`config.mk`:
```
export PLATFORM = sky130hd
export DESIGN_NAME = char_lcd_glyph_cache_writer
export DESIGN_NICKNAME = d
export VERILOG_FILES = /design/src/design/lcgc_pkg.sv /design/src/design/char_lcd_glyph_cache_writer.sv /design/src/design/lcgc_sequencer.sv /design/src/design/lcgc_datapath.sv
export SDC_FILE = /design/constraint.sdc
export NUM_CORES = 1
export LEC_CHECK = 0
export ABC_AREA = 1
export BUFFER_PORTS_ARGS = -buffer_cell sky130_fd_sc_hd__buf_2
export CORE_UTILIZATION = 55
export DETAILED_ROUTE_END_ITERATION = 12
export GPL_TIMING_DRIVEN = 0
export PLACE_DENSITY = 0.81
export SLEW_MARGIN = 20
export SYNTH_ARGS = -nofsm -noshare
export SYNTH_HDL_FRONTEND = slang
export SYNTH_SLANG_ARGS = --single-unit
```
`constraint.sdc`:
```
create_clock -name clock -period 3.95 [get_ports clock]
set_input_delay 0.5925 -clock clock [delete_from_list [all_inputs] [get_ports clock]]
set_output_delay 0.5925 -clock clock [all_outputs]
set_load 0.01 [all_outputs]
```
`src/design/lcgc_pkg.sv`:
```
// Types, constants and tables for the character LCD glyph cache writer.
// Holds the microcode table, the glyph ROM and the item structs.
// No dependencies.
package lcgc_pkg;

   typedef logic [3:0] step_type;

   localparam step_type STEP_IDLE   = 4'd0;
   localparam step_type STEP_DECIDE = 4'd1;
   localparam step_type STEP_LOAD   = 4'd2;
   localparam step_type STEP_ROW0   = 4'd3;
   localparam step_type STEP_ROW7   = 4'd10;
   localparam step_type STEP_CURSOR = 4'd11;
   localparam step_type STEP_DATA   = 4'd12;

   localparam logic [7:0] CHAR_SPACE    = 8'h20;
   localparam logic [7:0] CMD_SET_CGRAM = 8'h40;
   localparam logic [7:0] CMD_SET_DDRAM = 8'h80;
   localparam logic [7:0] DDRAM_LINE2   = 8'h40;
   localparam int         GLYPH_COUNT   = 11;

   typedef enum logic [1:0] {
      SEL_LOAD_CMD,
      SEL_ROW,
      SEL_CURSOR,
      SEL_DATA
   } out_sel_type;

   typedef enum logic [1:0] {
      JUMP_NEXT,
      JUMP_ACCEPT,
      JUMP_DECIDE
   } jump_type;

   typedef struct packed {
      logic        emit;
      out_sel_type sel;
      logic        last;
      jump_type    jump;
      step_type    target;
      logic [2:0]  row;
   } ctrl_word_type;

   typedef struct packed {
      logic accept;
      logic skip;
      logic miss;
      logic out_free;
   } seq_status_type;

   typedef struct packed {
      logic       mode;
      logic [7:0] char_code;
      logic [7:0] start_column;
      logic [7:0] position;
   } req_item_type;

   typedef struct packed {
      logic       reg_select;
      logic [7:0] byte_value;
      logic       last_of_run;
   } rsp_item_type;

   typedef struct packed {
      logic       found;
      logic [3:0] idx;
   } glyph_match_type;

   function automatic ctrl_word_type ucode_word(input step_type step);
      ctrl_word_type w;
      w = '{emit: 1'b0, sel: SEL_ROW, last: 1'b0, jump: JUMP_NEXT,
            target: STEP_IDLE, row: 3'd0};
      case (step) inside
         STEP_IDLE: begin
            w.jump   = JUMP_ACCEPT;
            w.target = STEP_DECIDE;
         end
         STEP_DECIDE: begin
            w.jump   = JUMP_DECIDE;
            w.target = STEP_LOAD;
         end
         STEP_LOAD: begin
            w.emit   = 1'b1;
            w.sel    = SEL_LOAD_CMD;
            w.target = STEP_ROW0;
         end
         [STEP_ROW0:STEP_ROW7]: begin
            w.emit   = 1'b1;
            w.sel    = SEL_ROW;
            w.row    = 3'(step - STEP_ROW0);
            w.target = step + 4'd1;
         end
         STEP_CURSOR: begin
            w.emit   = 1'b1;
            w.sel    = SEL_CURSOR;
            w.target = STEP_DATA;
         end
         STEP_DATA: begin
            w.emit   = 1'b1;
            w.sel    = SEL_DATA;
            w.last   = 1'b1;
            w.target = STEP_IDLE;
         end
         default: begin
            w.target = STEP_IDLE;
         end
      endcase
      return w;
   endfunction

   function automatic glyph_match_type glyph_lookup(input logic [7:0] c);
      glyph_match_type m;
      m.found = 1'b1;
      m.idx   = 4'd0;
      if (c >= "0" && c <= "9") begin
         m.idx = 4'(c - "0");
      end else if (c == "*") begin
         m.idx = 4'(GLYPH_COUNT - 1);
      end else begin
         m.found = 1'b0;
      end
      return m;
   endfunction

   function automatic logic [7:0] glyph_row(input logic [3:0] idx, input logic [2:0] row);
      logic [63:0] rows;
      unique case (idx)
         4'd0:    rows = 64'h000E_1113_1519_110E;
         4'd1:    rows = 64'h000E_0404_0404_0604;
         4'd2:    rows = 64'h001F_0204_0810_110E;
         4'd3:    rows = 64'h000E_1110_0C10_110E;
         4'd4:    rows = 64'h0008_081F_090A_0C08;
         4'd5:    rows = 64'h000E_1110_100F_011F;
         4'd6:    rows = 64'h000E_1111_0F01_020C;
         4'd7:    rows = 64'h0002_0202_0408_101F;
         4'd8:    rows = 64'h000E_1111_0E11_110E;
         4'd9:    rows = 64'h0006_0810_1E11_110E;
         4'd10:   rows = 64'h0000_0A04_1F04_0A00;
         default: rows = 64'h0;
      endcase
      return rows[8*(7 - int'(row)) +: 8];
   endfunction

endpackage

```
`src/design/char_lcd_glyph_cache_writer.sv`:
```
// Top level of the character LCD glyph cache writer.
// Depends on lcgc_pkg, lcgc_sequencer and lcgc_datapath.
//
// Usage:
//   req channel: one item per character (mode, char_code, start_column,
//   position). req_stall is low only while the sequencer waits for an item.
//   rsp channel: controller byte writes (reg_select, byte_value), with
//   last_of_run set on the final write of an item.
//   A column past the panel width gives no write; a space or any other
//   non-glyph character gives a cursor command and a space; a glyph hit gives
//   a cursor command and a slot number; a miss first writes a CGRAM address
//   and eight pattern rows, then the cursor command and slot number.
// Timing:
//   One item at a time, set by the microcode step counter: accept, decide,
//   then one step per byte write. The first write is registered in the
//   step after decide. A stalled rsp item holds; the sequencer waits on
//   that step, so an item takes longer while the receiver stalls.
// Reset:
//   Synchronous reset clears the slot tags, the round-robin pointer, the
//   step counter and the rsp valid flag.
module char_lcd_glyph_cache_writer #(
   parameter int NUM_COLS = 16
) (
   input  logic                   clock,
   input  logic                   reset,
   input  logic                   req_valid,
   output logic                   req_stall,
   input  lcgc_pkg::req_item_type req_item,
   output logic                   rsp_valid,
   input  logic                   rsp_stall,
   output lcgc_pkg::rsp_item_type rsp_item
);
   import lcgc_pkg::*;

   ctrl_word_type  ctrl;
   seq_status_type status;
   logic           idle;
   logic           accept;

   assign req_stall = !idle;
   assign accept    = req_valid && idle;

   lcgc_sequencer u_sequencer (
      .clock  (clock),
      .reset  (reset),
      .status (status),
      .ctrl   (ctrl),
      .idle   (idle)
   );

   lcgc_datapath #(
      .NUM_COLS (NUM_COLS)
   ) u_datapath (
      .clock     (clock),
      .reset     (reset),
      .accept    (accept),
      .req_item  (req_item),
      .ctrl      (ctrl),
      .rsp_stall (rsp_stall),
      .status    (status),
      .rsp_valid (rsp_valid),
      .rsp_item  (rsp_item)
   );

   a_busy_after_accept: assert property (@(posedge clock) disable iff (reset)
      accept |=> req_stall)
      else $error("input open right after an item was taken");

   a_skip_returns_idle: assert property (@(posedge clock) disable iff (reset)
      (ctrl.jump == JUMP_DECIDE) && status.skip |=> !req_stall)
      else $error("past-end item did not return to idle");

   a_emit_keeps_busy: assert property (@(posedge clock) disable iff (reset)
      (ctrl.jump == JUMP_DECIDE) && !status.skip |=> req_stall)
      else $error("item with writes released the input early");

   a_last_is_data: assert property (@(posedge clock) disable iff (reset)
      rsp_valid && rsp_item.last_of_run |-> rsp_item.reg_select)
      else $error("final write of an item is not a data byte");

endmodule

```
`src/design/lcgc_sequencer.sv`:
```
// Microcode sequencer: step counter, control word table and jump logic.
// Depends on lcgc_pkg.
module lcgc_sequencer (
   input  logic                    clock,
   input  logic                    reset,
   input  lcgc_pkg::seq_status_type status,
   output lcgc_pkg::ctrl_word_type  ctrl,
   output logic                    idle
);
   import lcgc_pkg::*;

   step_type pc_ff;
   step_type pc_in;

   always_ff @(posedge clock) begin
      if (reset) begin
         pc_ff <= STEP_IDLE;
      end else begin
         pc_ff <= pc_in;
      end
   end

   always_comb begin
      ctrl  = ucode_word(pc_ff);
      idle  = (ctrl.jump == JUMP_ACCEPT);
      pc_in = pc_ff;
      unique case (ctrl.jump)
         JUMP_ACCEPT: begin
            if (status.accept) pc_in = ctrl.target;
         end
         JUMP_DECIDE: begin
            if (status.skip) begin
               pc_in = STEP_IDLE;
            end else if (status.miss) begin
               pc_in = ctrl.target;
            end else begin
               pc_in = STEP_CURSOR;
            end
         end
         JUMP_NEXT: begin
            if (!ctrl.emit || status.out_free) pc_in = ctrl.target;
         end
         default: pc_in = STEP_IDLE;
      endcase
   end

endmodule

```
`src/design/lcgc_datapath.sv`:
```
// Datapath: item register, slot tag cache, glyph ROM and result register.
// Depends on lcgc_pkg; driven by the control word of lcgc_sequencer.
module lcgc_datapath #(
   parameter int NUM_COLS = 16
) (
   input  logic                    clock,
   input  logic                    reset,
   input  logic                    accept,
   input  lcgc_pkg::req_item_type  req_item,
   input  lcgc_pkg::ctrl_word_type ctrl,
   input  logic                    rsp_stall,
   output lcgc_pkg::seq_status_type status,
   output logic                    rsp_valid,
   output lcgc_pkg::rsp_item_type  rsp_item
);
   import lcgc_pkg::*;

   localparam logic [3:0] LastCol = 4'(NUM_COLS - 1);

   req_item_type    item_ff;
   logic [7:0]      tags_ff [8];
   logic [2:0]      next_slot_ff;
   logic [2:0]      slot_ff;
   logic [3:0]      gidx_ff;
   logic [7:0]      cmd_ff;
   logic [7:0]      data_ff;
   logic            rsp_valid_ff;
   rsp_item_type    rsp_item_ff;

   logic [7:0]      user;
   logic [3:0]      phys;
   logic [7:0]      cmd;
   logic            skip;
   glyph_match_type match;
   logic [7:0]      hit_vec;
   logic            hit_any;
   logic [2:0]      hit_slot;
   logic [2:0]      pass_slot;
   logic            hit;
   logic [2:0]      slot_pick;
   logic            miss;
   logic            decide;
   logic            out_free;
   rsp_item_type    out_item;

   always_comb begin
      user      = item_ff.start_column + item_ff.position;
      skip      = (user >= 8'(NUM_COLS));
      phys      = LastCol - user[3:0];
      cmd       = CMD_SET_DDRAM | (phys[3] ? DDRAM_LINE2 : 8'h00) | {5'b0, phys[2:0]};
      match     = glyph_lookup(item_ff.char_code);
      hit_any   = 1'b0;
      hit_slot  = 3'd0;
      for (int s = 7; s >= 0; s--) begin
         hit_vec[s] = (tags_ff[s] == item_ff.char_code);
         if (hit_vec[s]) begin
            hit_any  = 1'b1;
            hit_slot = 3'(s);
         end
      end
      pass_slot = item_ff.position[2:0];
      if (item_ff.mode) begin
         hit       = hit_vec[pass_slot];
         slot_pick = pass_slot;
      end else begin
         hit       = hit_any;
         slot_pick = hit_any ? hit_slot : next_slot_ff;
      end
      miss      = match.found && !hit;
      decide    = (ctrl.jump == JUMP_DECIDE);
      out_free  = !rsp_valid_ff || !rsp_stall;
      status    = '{accept: accept, skip: skip, miss: miss, out_free: out_free};
   end

   always_comb begin
      out_item.last_of_run = ctrl.last;
      case (ctrl.sel)
         SEL_LOAD_CMD: begin
            out_item.reg_select = 1'b0;
            out_item.byte_value = CMD_SET_CGRAM | {2'b00, slot_ff, 3'b000};
         end
         SEL_ROW: begin
            out_item.reg_select = 1'b1;
            out_item.byte_value = glyph_row(gidx_ff, ctrl.row);
         end
         SEL_CURSOR: begin
            out_item.reg_select = 1'b0;
            out_item.byte_value = cmd_ff;
         end
         default: begin
            out_item.reg_select = 1'b1;
            out_item.byte_value = data_ff;
         end
      endcase
   end

   always_ff @(posedge clock) begin
      if (accept) item_ff <= req_item;
      if (decide) begin
         slot_ff <= slot_pick;
         gidx_ff <= match.idx;
         cmd_ff  <= cmd;
         data_ff <= match.found ? {5'b0, slot_pick} : CHAR_SPACE;
      end
      if (ctrl.emit && out_free) rsp_item_ff <= out_item;
   end

   always_ff @(posedge clock) begin
      if (reset) begin
         for (int s = 0; s < 8; s++) tags_ff[s] <= 8'h00;
         next_slot_ff <= 3'd0;
         rsp_valid_ff <= 1'b0;
      end else begin
         if (decide && !skip && miss) begin
            tags_ff[slot_pick] <= item_ff.char_code;
            if (!item_ff.mode) next_slot_ff <= next_slot_ff + 3'd1;
         end
         if (ctrl.emit && out_free) begin
            rsp_valid_ff <= 1'b1;
         end else if (!rsp_stall) begin
            rsp_valid_ff <= 1'b0;
         end
      end
   end

   assign rsp_valid = rsp_valid_ff;
   assign rsp_item  = rsp_item_ff;

endmodule

```
== Word-level counts from Yosys, hierarchy flattened ==
Memory sizes are Yosys's and may differ from the RTL's. A register that Yosys moved wholly into a read port is not among the register bits.
Index checks and enable logic that the tools add are counted.

* Word-level logic and storage cells: 138
* Bits in writable memories: 64
* Flip-flop bits (word level): 66
* Output and inout bits: 12
* Bits of input ports: 29
* Memories kept: 2
* Bits in read-only memories: 560

{| class="wikitable"
|+ Memory list
! name !! words !! width !! read ports !! clocked after Yosys merged registers in !! write ports !! line !! RTL
|-
| (name not given) || 16 || 35 || 1 || 1 || 0 || lcgc_pkg.sv:127 || <nowiki>unique case (idx)</nowiki>
|-
| u_datapath.tags_ff || 8 || 8 || 8 || 0 || 8 || lcgc_datapath.sv:21 || <nowiki>logic [7:0] tags_ff [8];</nowiki>
|}

* Equal/unequal tests: 20
* Muxes and demuxes: 63
* Bitwise operators: 2
* Shifts and indexed selects: 1
* Add/subtract/negate cells: 7
* $lt $le $gt $ge: 6
* Reductions and logical operators: 22

{| class="wikitable"
|+ Operators by type and width
! cell !! number
|-
| $eq 8x8->1 || 8
|-
| $mux 64 || 1
|-
| $shiftx 64x32->8 || 1
|-
| $mux 3 || 21
|-
| $mux 4 || 12
|-
| $pmux 9 s3 || 1
|-
| $mux 1 || 21
|-
| $pmux 4 s3 || 1
|-
| $add 8x8->8 || 1
|-
| $eq 4x4->1 const B || 2
|-
| $eq 8x6->1 const B || 1
|-
| $ge 8x5->1 const B || 1
|-
| $ge 8x6->1 const B || 1
|-
| $le 8x6->1 const B || 1
|-
| $mux 8 || 1
|-
| $or 8x3->8 || 1
|-
| $reduce_or 8->1 || 1
|-
| $logic_and 1x1->1 || 7
|-
| $mux 7 || 1
|-
| $logic_not 1->1 || 6
|-
| $mux 6 || 1
|-
| $ne 2x1->1 const B || 3
|-
| $reduce_or 5->1 || 1
|-
| $add 4x1->4 const B || 1
|-
| 19 further kinds || 25
|}

== Logic depth before layout (Yosys ltp) ==
An unclocked memory read counts as a cell.

* Word-level depth: 19
* Gate-level depth with buffers: 19
* Mapped depth without buffers: 17

== Hierarchy ==
A second synthesis with hierarchy kept.

* Cells, all modules: 869
* Area total of the unflattened synthesis: 7953.9 um^2

{| class="wikitable"
|+ By module, submodules not included
! module !! cells each !! seq. area each (um^2) !! times used !! area an instance (um^2)
|-
| lcgc_datapath || 763 || 4124.0 || 1 || 7352.1
|-
| lcgc_sequencer || 103 || 80.1 || 1 || 590.6
|-
| char_lcd_glyph_cache_writer || 3 || 0.0 || 1 || 11.3
|}

== Worst setup path after synthesis ==
Ideal clock, no wire load.

* Kind: register -> register
* Start: reg u_datapath.item_ff[0] in the netlist's numbering
* End: mem u_datapath.tags_ff[0][0] (enable)
* Clock period less this slack: 2.767 ns
* Slack: 1.183 ns
* Library setup time: 0.329 ns
* Arrival: 2.438 ns
* Buffers on the path: 0
* Stages on the path, launching flop included: 13
* Data required time: 3.621 ns
* Cell sequence: edfxtp_1 > ha_1 > inv_1 > fa_1 > o21ai_0 > nand2_1 > nand2_1 > nand3_1 > nor2_2 > nand4_4 > nor2_8 > nand4_4 > nand2_1

{| class="wikitable"
|+ RTL lines
! element !! line !! RTL
|-
| start: declaration || lcgc_datapath.sv:20 || <nowiki>req_item_type item_ff;</nowiki>
|-
| start signal: assignment || lcgc_datapath.sv:98 || <nowiki>if (accept) item_ff <= req_item;</nowiki>
|-
| end: declaration || lcgc_datapath.sv:21 ||
|}

==> impl_metrics.yaml <==
run_status:
  status: "complete, no violations"
place:
  portBuffers: 40
  hpwl_um: 10900
  place_congestion: 0.892
clocking:
  cts_root_buf: "clkbuf_16"
  cts_setup_buffers: 0
  ctsHoldBuffers: 0
  cts_tree: "built"
  numClockSinks: 153
  clkTransAtPathRegs_ns: 0.06
  clock_path_buffers: 2
  clk_latency_ns: 0.44
  cts_buffers: 17
  cts_resized: 0
  htreeDepth: 4
finish:
  nets: 939
  regArea_um2: 4200
  multiInputGateArea_um2: 3020
  drive_above_1_share_pct: 14.5
  final_cell_mix: "nand2_1 (224), edfxtp_1 (114), nor2_1 (104), inv_1 (95), buf_2 (44)"
  num-fill-cells: 1042
  final_common_cell: "nand2_1"
  syn_to_final_growth_pct: 14.0
  diodes: 0
power_and_ir_drop:
  power.density_nw_per_um2: 653
  seqPwrFrac_pct: 39.6
  total_power_w: 0.00571
  clockPowerShare_pct: 27.9
  peakVddDrop_mv: 0.418
  switching_share_pct: 35.6
  cell_internal_pwr_w: 0.00368
  switchingPower_w: 0.00204
  p_comb_share_pct: 32.5
  p_leak_nw: 3.86
detailed_routing:
  avgRoutedWirePerCell_um: 14.5
  drtPass1Iterations: 5
  postRouteAntennaNets: 0
  routed_wl_um: 15600
  drcViolationCount: 0
  drt-initial-drc-count: 472
  viasPerCell: 5.20
  vias: 5610
worst_hold_path:
  hp-class: "in2reg"
critical_path:
  ff2ff_setup_slack_ns: 0.60
  crit_slowest_cell: "edfxtp_1"
  worstPathMaxFanout: 8
  cp.required_ns: 4.05
  crit_top_cell: "nand2_1"
  path_class: "reg2reg"
  endpoint_kind: "register"
  path_cells: "ha_1 -> inv_1 -> fa_1 -> o21ai_0 -> nand2_1 -> nand2_1 -> nand3_1 -> nor2_2 -> nand4_4 -> nor2_8 -> nand4_4 -> nand2_1"
  critical_path_arrival_ns: 3.44
  setup.worst_path.start_class: "register"
  cpPeakStageDelay_ns: 0.49
yosys:
  syn_area_um2: 7680
  synth_top_family_by_area: "simple AND/OR/NAND/NOR gates"
  synth_area_leader_cell: "edfxtp_1"
  postSynth.asyncResetShare_pct: 0
  synth_area_leaders: "edfxtp_1 (45%), nand2_1 (11%), dfxtp_1 (10%)"
  synth_cells: 815
  synth_fa_ha_area_share_pct: 3.52
  synth_top_area_share_pct: 44.6
  synth-simple-area-share_pct: 23.2
  yosys_warnings: 0
  synthMuxAreaShare_pct: 0
  ys_types: 48
  seq_area_frac_synth_pct: 54.8
  yosys.area_share.xor_xnor_pct: 4.79
  synth_flop_cell: "edfxtp_1"
  synth_area_per_cell_um2: 9.42
  synth-edff-count: 114
  synth_compound_area_share_pct: 6.93
  synth-seq-cells: 153
floorplan:
  dieHeight_um: 120
  rows: 42
  die-area_um2: 14400
  core_um2: 13500
  start_util_pct: 57.1
  ios: 41
  fp.dieW_um: 120
global_routing:
  grt_pass1_wl_um: 25100
  grt_usage_pct: 23.2
  grt_max_degree: 26
  grt_overflow_total: 0
  grt_pass1_vias: 5272
  antenna_found_initial: 0
timing:
  finalCriticalPeriod_ns: 3.35
  slew-limit-headroom_pct: 47.7
  fmaxAchievable_ghz: 0.299
  final_max_slew_viol_count: 0
  finalSetupTns_ns: 0
  setup_viol: 0
  hold_violations: 0
  tightest_slew_ns: 0.777
  rsz0062_at_grt: "no"
  fin_crit_sh_pct: 84.8
  finClkSkew_ns: 0.00969
flow_run:
  drv_cap: 0
-- power groups by stage --
stage          logic (W)  registers [W]  clock network, W
6_report         0.00186        0.00226           0.00159
5_1_grt          0.00208        0.00230           0.00167
2_1_floorplan    0.00135        0.00228                 0
3_5_place_dp     0.00182        0.00229                 0
4_1_cts          0.00185        0.00226           0.00160
3_3_place_gp     0.00177        0.00229                 0
-- through the flow --
| stage | std cells | hold WS, ns | instance area, µm² | worst slack (ns) | utilization [%] |
|---|---|---|---|---|---|
| finish | 1078 | 0.327 | 8760 | 0.602 | 65.1 |
| global route | 1078 | 0.317 | 8760 | 0.404 | 65.1 |
| CTS | 1078 | 0.325 | 8760 | 0.607 | 65.1 |
| detailed placement | 1046 | 0.477 | 8160 | 0.666 | 60.7 |
| global placement | 1046 | 0.468 | 8150 | 0.779 | 60.6 |
| floorplan | 830 | 0.452 | 7730 | 1.18 | - |
-- final cells by class --
type,count,area share [%]
sequential,153,48.0
inverter,104,4.49
clock buffer,21,5.87
buffer,19,1.43
tap,176,2.52
timing repair buffer,40,2.29
multi-input combinational,554,34.5
clock inverter,11,0.915
-- path summary, 6_finish.rpt --
kind / cells past startpoint / startpoint / to
max: 12 / u_datapath.item_ff[0]$_DFFE_PP_ / u_datapath.tags_ff[3][0]$_SDFFCE_PN0P_
min: 1 / req_item[8] / u_datapath.item_ff[8]$_DFFE_PP_
max reg2reg: 12 / u_datapath.item_ff[0]$_DFFE_PP_ / u_datapath.tags_ff[3][0]$_SDFFCE_PN0P_
min reg2reg: 2 / u_datapath.rsp_valid$_SDFFE_PP0P_ / u_datapath.rsp_valid$_SDFFE_PP0P_
-- worst max-delay path: cells and delay by family (launching register included) --
family          cells  cell delay [ns]
compound gates      1             0.28
simple gates        8             1.54
flops               1             0.49
buf+inv             1             0.06
fa+ha+maj           2             0.64
-- cells in the mapped netlist, types with 9 or more instances --
cell type,n
nand2_1,224
edfxtp_1,114
nor2_1,105
inv_1,95
xnor2_1,40
dfxtp_1,39
o21ai_0,29
nand3_1,24
a21oi_1,23
ha_1,20
nand4_4,9
-- cells by family after synthesis --
family,Yosys count
adder cells (fa/ha/maj),21
flip-flops,153
buffers and inverters,123
AND/OR/NAND/NOR,393
other,1
XOR/XNOR,42
AO/OA/AOI/OAI,82
-- routing by layer --
| layer | vias to the layer above | global-route usage, % | share of wire, % |
|---|---|---|---|
| met3 | 47 | 5.13 | 6.2 |
| met4 | 0 | 11.0 | 3.1 |
| met5 | - | 0 | 0 |
| li1 | 2798 | - | - |
| met2 | 203 | 38.6 | 48 |
| met1 | 2562 | 28.5 | 43 |
Note: power is estimated with default switching activity, not from simulation.
